File: config.mk
export PLATFORM = sky130hd
export DESIGN_NAME = sob_cell
export DESIGN_NICKNAME = d
export VERILOG_FILES = /design/src/hw/rtl/sob_pkg.sv /design/src/hw/rtl/sob_cell.sv
export SDC_FILE = /design/constraint.sdc
export NUM_CORES = 1
export LEC_CHECK = 0
export BUFFER_PORTS_ARGS = -buffer_cell sky130_fd_sc_hd__buf_2
export CORE_MARGIN = 8
export CORE_UTILIZATION = 40
export CTS_BUF_LIST = sky130_fd_sc_hd__clkbuf_4
export DETAILED_ROUTE_END_ITERATION = 16
export PLACE_DENSITY = 0.64
export SYNTH_ARGS = -nofsm -noshare
export SYNTH_HDL_FRONTEND = slang
export SYNTH_SLANG_ARGS = --single-unit
File: constraint.sdc
create_clock -name clock -period 6.6 [get_ports clock]
set_input_delay 1.32 -clock clock [delete_from_list [all_inputs] [get_ports clock]]
set_output_delay 1.32 -clock clock [all_outputs]
set_load 0.01 [all_outputs]
File: src/hw/rtl/sob_pkg.sv
// Shared constants and types for the Sobel edge magnitude block.
// No dependencies; used by sob_cell and sobel_edge_magnitude_rgb.
`timescale 1ns / 1ps

package sob_pkg;

   localparam int LINE_LENGTH = 256;
   localparam int COL_WIDTH   = $clog2(LINE_LENGTH);
   localparam int PIX_WIDTH   = 8;
   localparam int RGB_SUM_WIDTH = 10;
   localparam int VSUM_WIDTH  = 10;
   localparam int VDIFF_WIDTH = 9;
   localparam int GRAD_WIDTH  = 11;
   localparam int ABS_WIDTH   = 10;
   localparam int MAG_WIDTH   = 11;
   localparam int PROD_WIDTH  = 20;

   // divide by three: floor(x * 683 / 2048) is exact for x up to 765
   localparam logic [RGB_SUM_WIDTH-1:0] GRAY_RECIP = 10'd683;
   localparam int GRAY_SHIFT = 11;

   localparam logic [1:0] LINES_FULL = 2'd2;
   localparam logic [COL_WIDTH-1:0] COL_LAST = COL_WIDTH'(LINE_LENGTH - 1);
   localparam logic [COL_WIDTH-1:0] COL_FIRST_FULL = COL_WIDTH'(2);
   localparam logic [MAG_WIDTH-1:0] MAG_MAX = 11'd2040;

   typedef logic [PIX_WIDTH-1:0] pix_type;

   // one column of the neighbourhood, top to bottom
   typedef struct packed {
      pix_type top;
      pix_type mid;
      pix_type bot;
   } col_type;

   // vertical partials of one column: 1,2,1 weighted sum and bottom minus top
   typedef struct packed {
      logic [VSUM_WIDTH-1:0]         vsum;
      logic signed [VDIFF_WIDTH-1:0] vdiff;
   } vert_type;

   // one line store word: gray two lines back and one line back
   typedef struct packed {
      pix_type upper;
      pix_type middle;
   } line_pair_type;

   localparam int LINE_PAIR_WIDTH = $bits(line_pair_type);

endpackage

File: src/hw/rtl/sob_cell.sv
// One column cell of the 3x3 window: holds a pixel column and its vertical partials.
// Depends on sob_pkg.
`timescale 1ns / 1ps

module sob_cell (
   input  logic            clock,
   input  logic            shift_en,
   input  sob_pkg::col_type  col_in,
   output sob_pkg::col_type  col_out,
   output sob_pkg::vert_type vert_out
);

   sob_pkg::col_type  col_ff;
   sob_pkg::vert_type vert_ff;
   sob_pkg::vert_type vert_in;

   always_comb begin
      vert_in.vsum = {2'b00, col_in.top} + {1'b0, col_in.mid, 1'b0} + {2'b00, col_in.bot};
      vert_in.vdiff = $signed({1'b0, col_in.bot}) - $signed({1'b0, col_in.top});
   end

   always_ff @(posedge clock) begin
      if (shift_en) begin
         col_ff  <= col_in;
         vert_ff <= vert_in;
      end
   end

   assign col_out  = col_ff;
   assign vert_out = vert_ff;

endmodule

==> out/metrics.csv, run 1 <==
metric,value,unit
status,"complete, no violations",
Pleak,0.00118,uW
# IOs,69,
DRT iter0 DRCs,68,
synth cell count leaders,"edfxtp_1 (42), ha_1 (17), inv_1 (16), fa_1 (9)",
Highest Clock Rate,0.319,GHz
mux cell area share after synthesis,0.928,%
crit path max fanout,3,
Post-synth ARST share,0,%
GRT Total Usage,11.9,%
Clock Sinks,42,
CORE AREA,0.00517,mm^2
ANT cells,0,
total gr overflow,0,
IO Port Bufs,68,
DIE AREA,0.00800,mm^2
Core Rows,26,
DR vias/cell,4.88,
post-synthesis compound-gate area fraction,8.24,%
setup ws final,3.47,ns
RSZ-0062 raised after global routing,false,
"count leader, synth",edfxtp_1,
setup violators final,0,
Nets,277,
main combinational cell family by area after synthesis,adder cells,
WL/cell,15.1,um
instance count of the mapped netlist,153,
clock buffer depth,2,
CP Data Required Time,6.72,ns
via count,1443,
number of global-route vias before repair,1482,
Synth Area in Adders,18.2,%
Hold Path Origin,col_in[15],
Starting Density,41.7,%
fin. max-slew vios,0,
postcts setup bufs,0,
CP endpoint kind,flop,
die width,89.4,um
Synth Area per Inst,14.1,um^2
share of Yosys cell area claimed by the top area cell type,58.5,%
post-synthesis xor/xnor area fraction,2.84,%
ANT nets after route,0,
Post-synth EDFFs,42,
Die Y,89.4,um
Hold Crit Class,input port to flop,
simple-gate share of the synthesized area,7.60,%
root buffer cell,clkbuf_4,
minimum clock period after layout,3.13,ns
CP Class,input port to flop,
dominant cell type by area after synthesis,edfxtp_1,
Slew @ Worst Pin,0.903,ns
post-layout instance area,0.00268,mm^2
largest net degree at the start of global routing,43,
Worst VDD drop,0.124,mV
Final GP Congestion,0.715,
Most used DFF post-synth,edfxtp_1,
"Clk pin slew, worst setup/hold paths",0.14,ns
H-tree Lvls,2,
Detail Placement HPWL,3.47,mm
cts repair resizes,0,
Synth Register Bits,42,
post-synthesis cell area,0.00216,mm^2
layout cells sized above 1,35.4,%
initial antenna violation count,0,
final wirelength,4.46,mm
endpoints failing hold,0,
Mapped Nets,205,
Cell variety after synth,36,
Area contributors post-synth,"edfxtp_1 (58%), ha_1 (9.9%), fa_1 (8.4%), inv_1 (2.8%), nor2b_1 (1.7%)",
first-pass GRT wire length,7.13,mm
placed cell area,0.00257,mm^2
Worst setup SP type,input port,
setup tns final,0,ns
YS warnings,0,
Tcrit/Tclk final,47.4,%
slew margin rel.,39.8,%
PwrDens,271,mW/mm^2
CTS tree,built,
drt pass-1 iters,4,
cts bufs inserted,5,
Worst Hold End,col_out[15],
"Seq/Total Area, Yosys",58.5,%
Placement Setup Slack,3.07,ns
Min-Delay Path Depth,1,
MaxCap Viol Count,0,
DRC,0,
Pwr Total,725,uW
Post-CTS Hold Fix Bufs,0,
CP arrival,3.25,ns
Layout area overhead,24.0,%
==> placed cells by master, fill, tap and decap left out, types with 2 or more instances in the layout <==
master / count
nor3_1: 3
edfxtp_1: 42
mux2i_1: 2
a21oi_1: 6
a311o_1: 3
clkbuf_4: 5
inv_1: 16
a21o_1: 3
xnor2_1: 4
o21ai_1: 2
nor2b_1: 6
nand2b_1: 2
buf_2: 68
xor2_1: 3
a221oi_1: 2
bufinv_16: 2
fa_1: 9
nand2_1: 4
nand3_1: 5
nor2_1: 6
ha_1: 17
==> worst max-delay path by stage <==
stage | start | endpoint | slack [ns] | depth (start not counted)
4_1_cts | col_in[1] | vert_out[18] | 3.47 | 10
6_report | col_in[1] | vert_out[18] | 3.47 | 10
3_5_place_dp | col_in[1] | vert_out[18] | 3.07 | 10
5_1_grt | col_in[1] | vert_out[18] | 3.35 | 10
2_1_floorplan | col_in[1] | vert_out[18] | 3.36 | 9
3_3_place_gp | col_in[1] | vert_out[18] | 3.12 | 10
==> stage by stage <==
stage / util, % / hold WS, ns / cells
6_report: 51.7 / 1.15 / 296
5_1_grt: 51.7 / 1.12 / 296
4_1_cts: 51.7 / 1.13 / 296
3_5_place_dp: 49.7 / 1.51 / 288
3_3_place_gp: 49.7 / 1.51 / 288
2_1_floorplan: - / 1.42 / 153
==> flip-flops by register name, indices dropped and copies added, names as in the netlist <==
signal	flops
vert_out	18
col_out	24
==> power by group <==
group	switching [uW]	internal, uW
registers	7.37	337
clock network	88.9	118
logic	99.1	75.1
total	195	530
==> layout make-up <==
| cell class | instances | area (um^2) |
|---|---|---|
| Clock buffer | 5 | 37.5 |
| Tap cell | 70 | 87.6 |
| Fill cell | 457 | 2500 |
| Timing Repair Buffer | 68 | 340 |
| Sequential cell | 42 | 1260 |
| Multi-Input combinational cell | 91 | 816 |
| Clock inverter | 3 | 68.8 |
| Inverter | 17 | 63.8 |
==> kinds of logic after synthesis <==
logic type,after synthesis
compound gates,25
xor+xnor,7
fa+ha+maj,26
buf+inv,20
flops,42
mux,2
simple gates,31
==> per-layer routing <==
layer  part of all wire [%]  track usage, %
met4                   0.92            2.72
met5                      0               0
met3                     16            6.53
met2                     40            16.8
met1                     44            15.4
==> critical path: stages <==
cell	delay [ns]
buf_2	0.10
inv_1	0.08
fa_1	0.55
inv_1	0.04
ha_1	0.22
fa_1	0.40
a21oi_1	0.22
nor2_1	0.07
nor2_1	0.15
o21ai_1	0.09
No activity file was read; power rests on OpenSTA's default activity.
==> run 2, diff against run 1 <==
==> constraint.sdc (replaced) <==
create_clock -name clock -period 3.05 [get_ports clock]
set_input_delay 0.61 -clock clock [delete_from_list [all_inputs] [get_ports clock]]
set_output_delay 0.61 -clock clock [all_outputs]
set_load 0.01 [all_outputs]
==> run 2 against run 1 <==
  * Die area unchanged
  * Final cell count unchanged
  * Via count decreased by 0.21%
  * Critical path depth unchanged
  * Sequential power increased by 120%
  * Utilization unchanged
  * Wire length decreased by 0.29%
  * Highest routed layer unchanged
==> out/metrics.csv, run 2 (same netlist as run 1, synthesis figures left out) <==
metric,value,unit,change
slew margin rel.,39.8,%,about the same
Multi-input gate area,816,um^2,unchanged
via count,1440,,"was 1,443"
CP arrival,2.54,ns,was 3.25 ns
minimum clock period after layout,2.41,ns,
Hold Crit Class,input port to flop,,unchanged
initial antenna violation count,0,,unchanged
GRT Total Usage,11.8,%,was 11.9%
Nets,277,,unchanged
DRC,0,,unchanged
ANT nets after route,0,,unchanged
DR vias/cell,4.86,,was 4.88
most frequent cells in the layout,"buf_2 (68), edfxtp_1 (42), ha_1 (17)",,unchanged
drt pass-1 iters,4,,unchanged
root buffer cell,clkbuf_4,,unchanged
endpoints failing hold,0,,unchanged
postcts setup bufs,0,,unchanged
GR Util met1,15.3,%,was 15.4%
Die Y,89.4,um,unchanged
sequential share of power,47.2,%,was 47.4%
# IOs,69,,unchanged
"Most Used Layer, Global Route",met2,,unchanged
WL/cell,15.0,um,was 15.1 um
Psw,426,uW,was 195 uW
CP cell instances,buf_2 > inv_1 > fa_1 > inv_1 > ha_1 > fa_1 > a21oi_1 > nor2_1 > nor2_1 > o21ai_1,,unchanged
Worst setup SP type,input port,,unchanged
Starting Density,41.7,%,unchanged
"most common cell after layout, fill and taps aside",buf_2,,unchanged
Clock Sinks,42,,unchanged
DRT iter0 DRCs,49,,was 68
setup tns final,0,ns,unchanged
Tcrit/Tclk final,79.0,%,
H-tree Lvls,2,,unchanged
Inst Count DP,288,,unchanged
DIE AREA,0.00800,mm^2,unchanged
largest net degree at the start of global routing,43,,unchanged
CP endpoint kind,flop,,unchanged
status,"complete, no violations",,unchanged
setup violators final,0,,unchanged
first-pass GRT wire length,7.04,mm,was 7.13 mm
M2 GR Usage,16.6,%,was 16.8%
fillers,464,,was 457
die width,89.4,um,unchanged
Sw Share,27.1,%,was 26.9%
placed cell area,0.00257,mm^2,unchanged
Pleak,0.00118,uW,unchanged
layout cells sized above 1,35.4,%,unchanged
post-route insts no fill,296,,unchanged
Core Rows,26,,unchanged
MaxCap Viol Count,0,,unchanged
Layout area overhead,24.0,%,unchanged
post-layout instance area,0.00268,mm^2,unchanged
Slew @ Worst Pin,0.903,ns,about the same
crit path max fanout,3,,unchanged
clock buffer depth,2,,unchanged
total gr overflow,0,,unchanged
Detail Placement HPWL,3.43,mm,was 3.47 mm
CP max stage delay,0.55,ns,about the same
fin. max-slew vios,0,,unchanged
register area,0.00126,mm^2,unchanged
clock power share,28.7,%,was 28.6%
Post-CTS Hold Fix Bufs,0,,unchanged
CP Data Required Time,3.18,ns,was 6.72 ns
IO Port Bufs,68,,unchanged
Final GP Congestion,0.715,,unchanged
combinational fraction of design power,24.0,%,about the same
cts repair resizes,0,,unchanged
GR Layer Usage met3,5.88,%,was 6.53%
Worst VDD drop,0.241,mV,was 0.124 mV
final wirelength,4.45,mm,was 4.46 mm
cts bufs inserted,5,,unchanged
max reg flops,24,,unchanged
"Clk pin slew, worst setup/hold paths",0.14,ns,about the same
Highest Clock Rate,0.415,GHz,
CTS tree,built,,unchanged
CORE AREA,0.00517,mm^2,unchanged
internal power,1150,uW,was 530 uW
PwrDens,588,mW/mm^2,was 271 mW/mm^2
RSZ-0062 raised after global routing,false,,unchanged
"Slowest-stage cell, CP",fa_1,,unchanged
number of global-route vias before repair,1467,,"was 1,482"
ANT cells,0,,unchanged
CP Class,input port to flop,,unchanged
==> run 2: cell counts in the layout (fill, tap and decap cells not counted) <==
Identical to the previous run, type by type.
==> run 2: final timing paths <==
kind | startpoint | end | slack [ns] | depth (start not counted)
setup / recovery | col_in[1] | vert_out[18] | 0.64 | 10
hold / removal | col_in[15] | col_out[15] | 0.43 | 1
==> run 2: final cells by class <==
| cell class | count | share of cell area [%] |
|---|---|---|
| multi-input cells | 91 | 30.5 |
| flip-flops and latches | 42 | 47.1 |
| inverters | 17 | 2.39 |
| clock inverters | 3 | 2.57 |
| clock buffers | 5 | 1.40 |
| repair buffers | 68 | 12.7 |
| well taps | 70 | 3.27 |
==> run 2: worst max-delay path: cells and delay by family <==
kind | cells | cell delay, ns
adder cells (fa/ha/maj) | 3 | 1.17
buffers and inverters | 3 | 0.22
AO/OA/AOI/OAI | 2 | 0.33
AND/OR/NAND/NOR | 2 | 0.22
==> run 2: power groups by stage <==
stage / clock network, uW / logic (uW) / registers [uW]
2_1_floorplan: 0 / 191 / 802
3_3_place_gp: 0 / 378 / 757
3_5_place_dp: 0 / 385 / 756
4_1_cts: 463 / 386 / 744
5_1_grt: 483 / 427 / 751
6_report: 452 / 378 / 743
==> run 2: metal layers <==
metal | vias up | part of all wire (%)
met5 | - | 0
met4 | 0 | 1.2
met3 | 5 | 14
met2 | 65 | 39
met1 | 666 | 45
li1 | 704 | -
==> run 2: metrics by stage <==
| stage | worst slack (ns) | util, % | total power, uW | hold WS, ns |
|---|---|---|---|---|
| floorplan | 0.520 | - | 993 | 0.709 |
| global placement | 0.284 | 49.7 | 1140 | 0.804 |
| detailed placement | 0.231 | 49.7 | 1140 | 0.806 |
| CTS | 0.631 | 51.7 | 1590 | 0.420 |
| global route | 0.475 | 51.7 | 1660 | 0.409 |
| finish | 0.639 | 51.7 | 1570 | 0.429 |
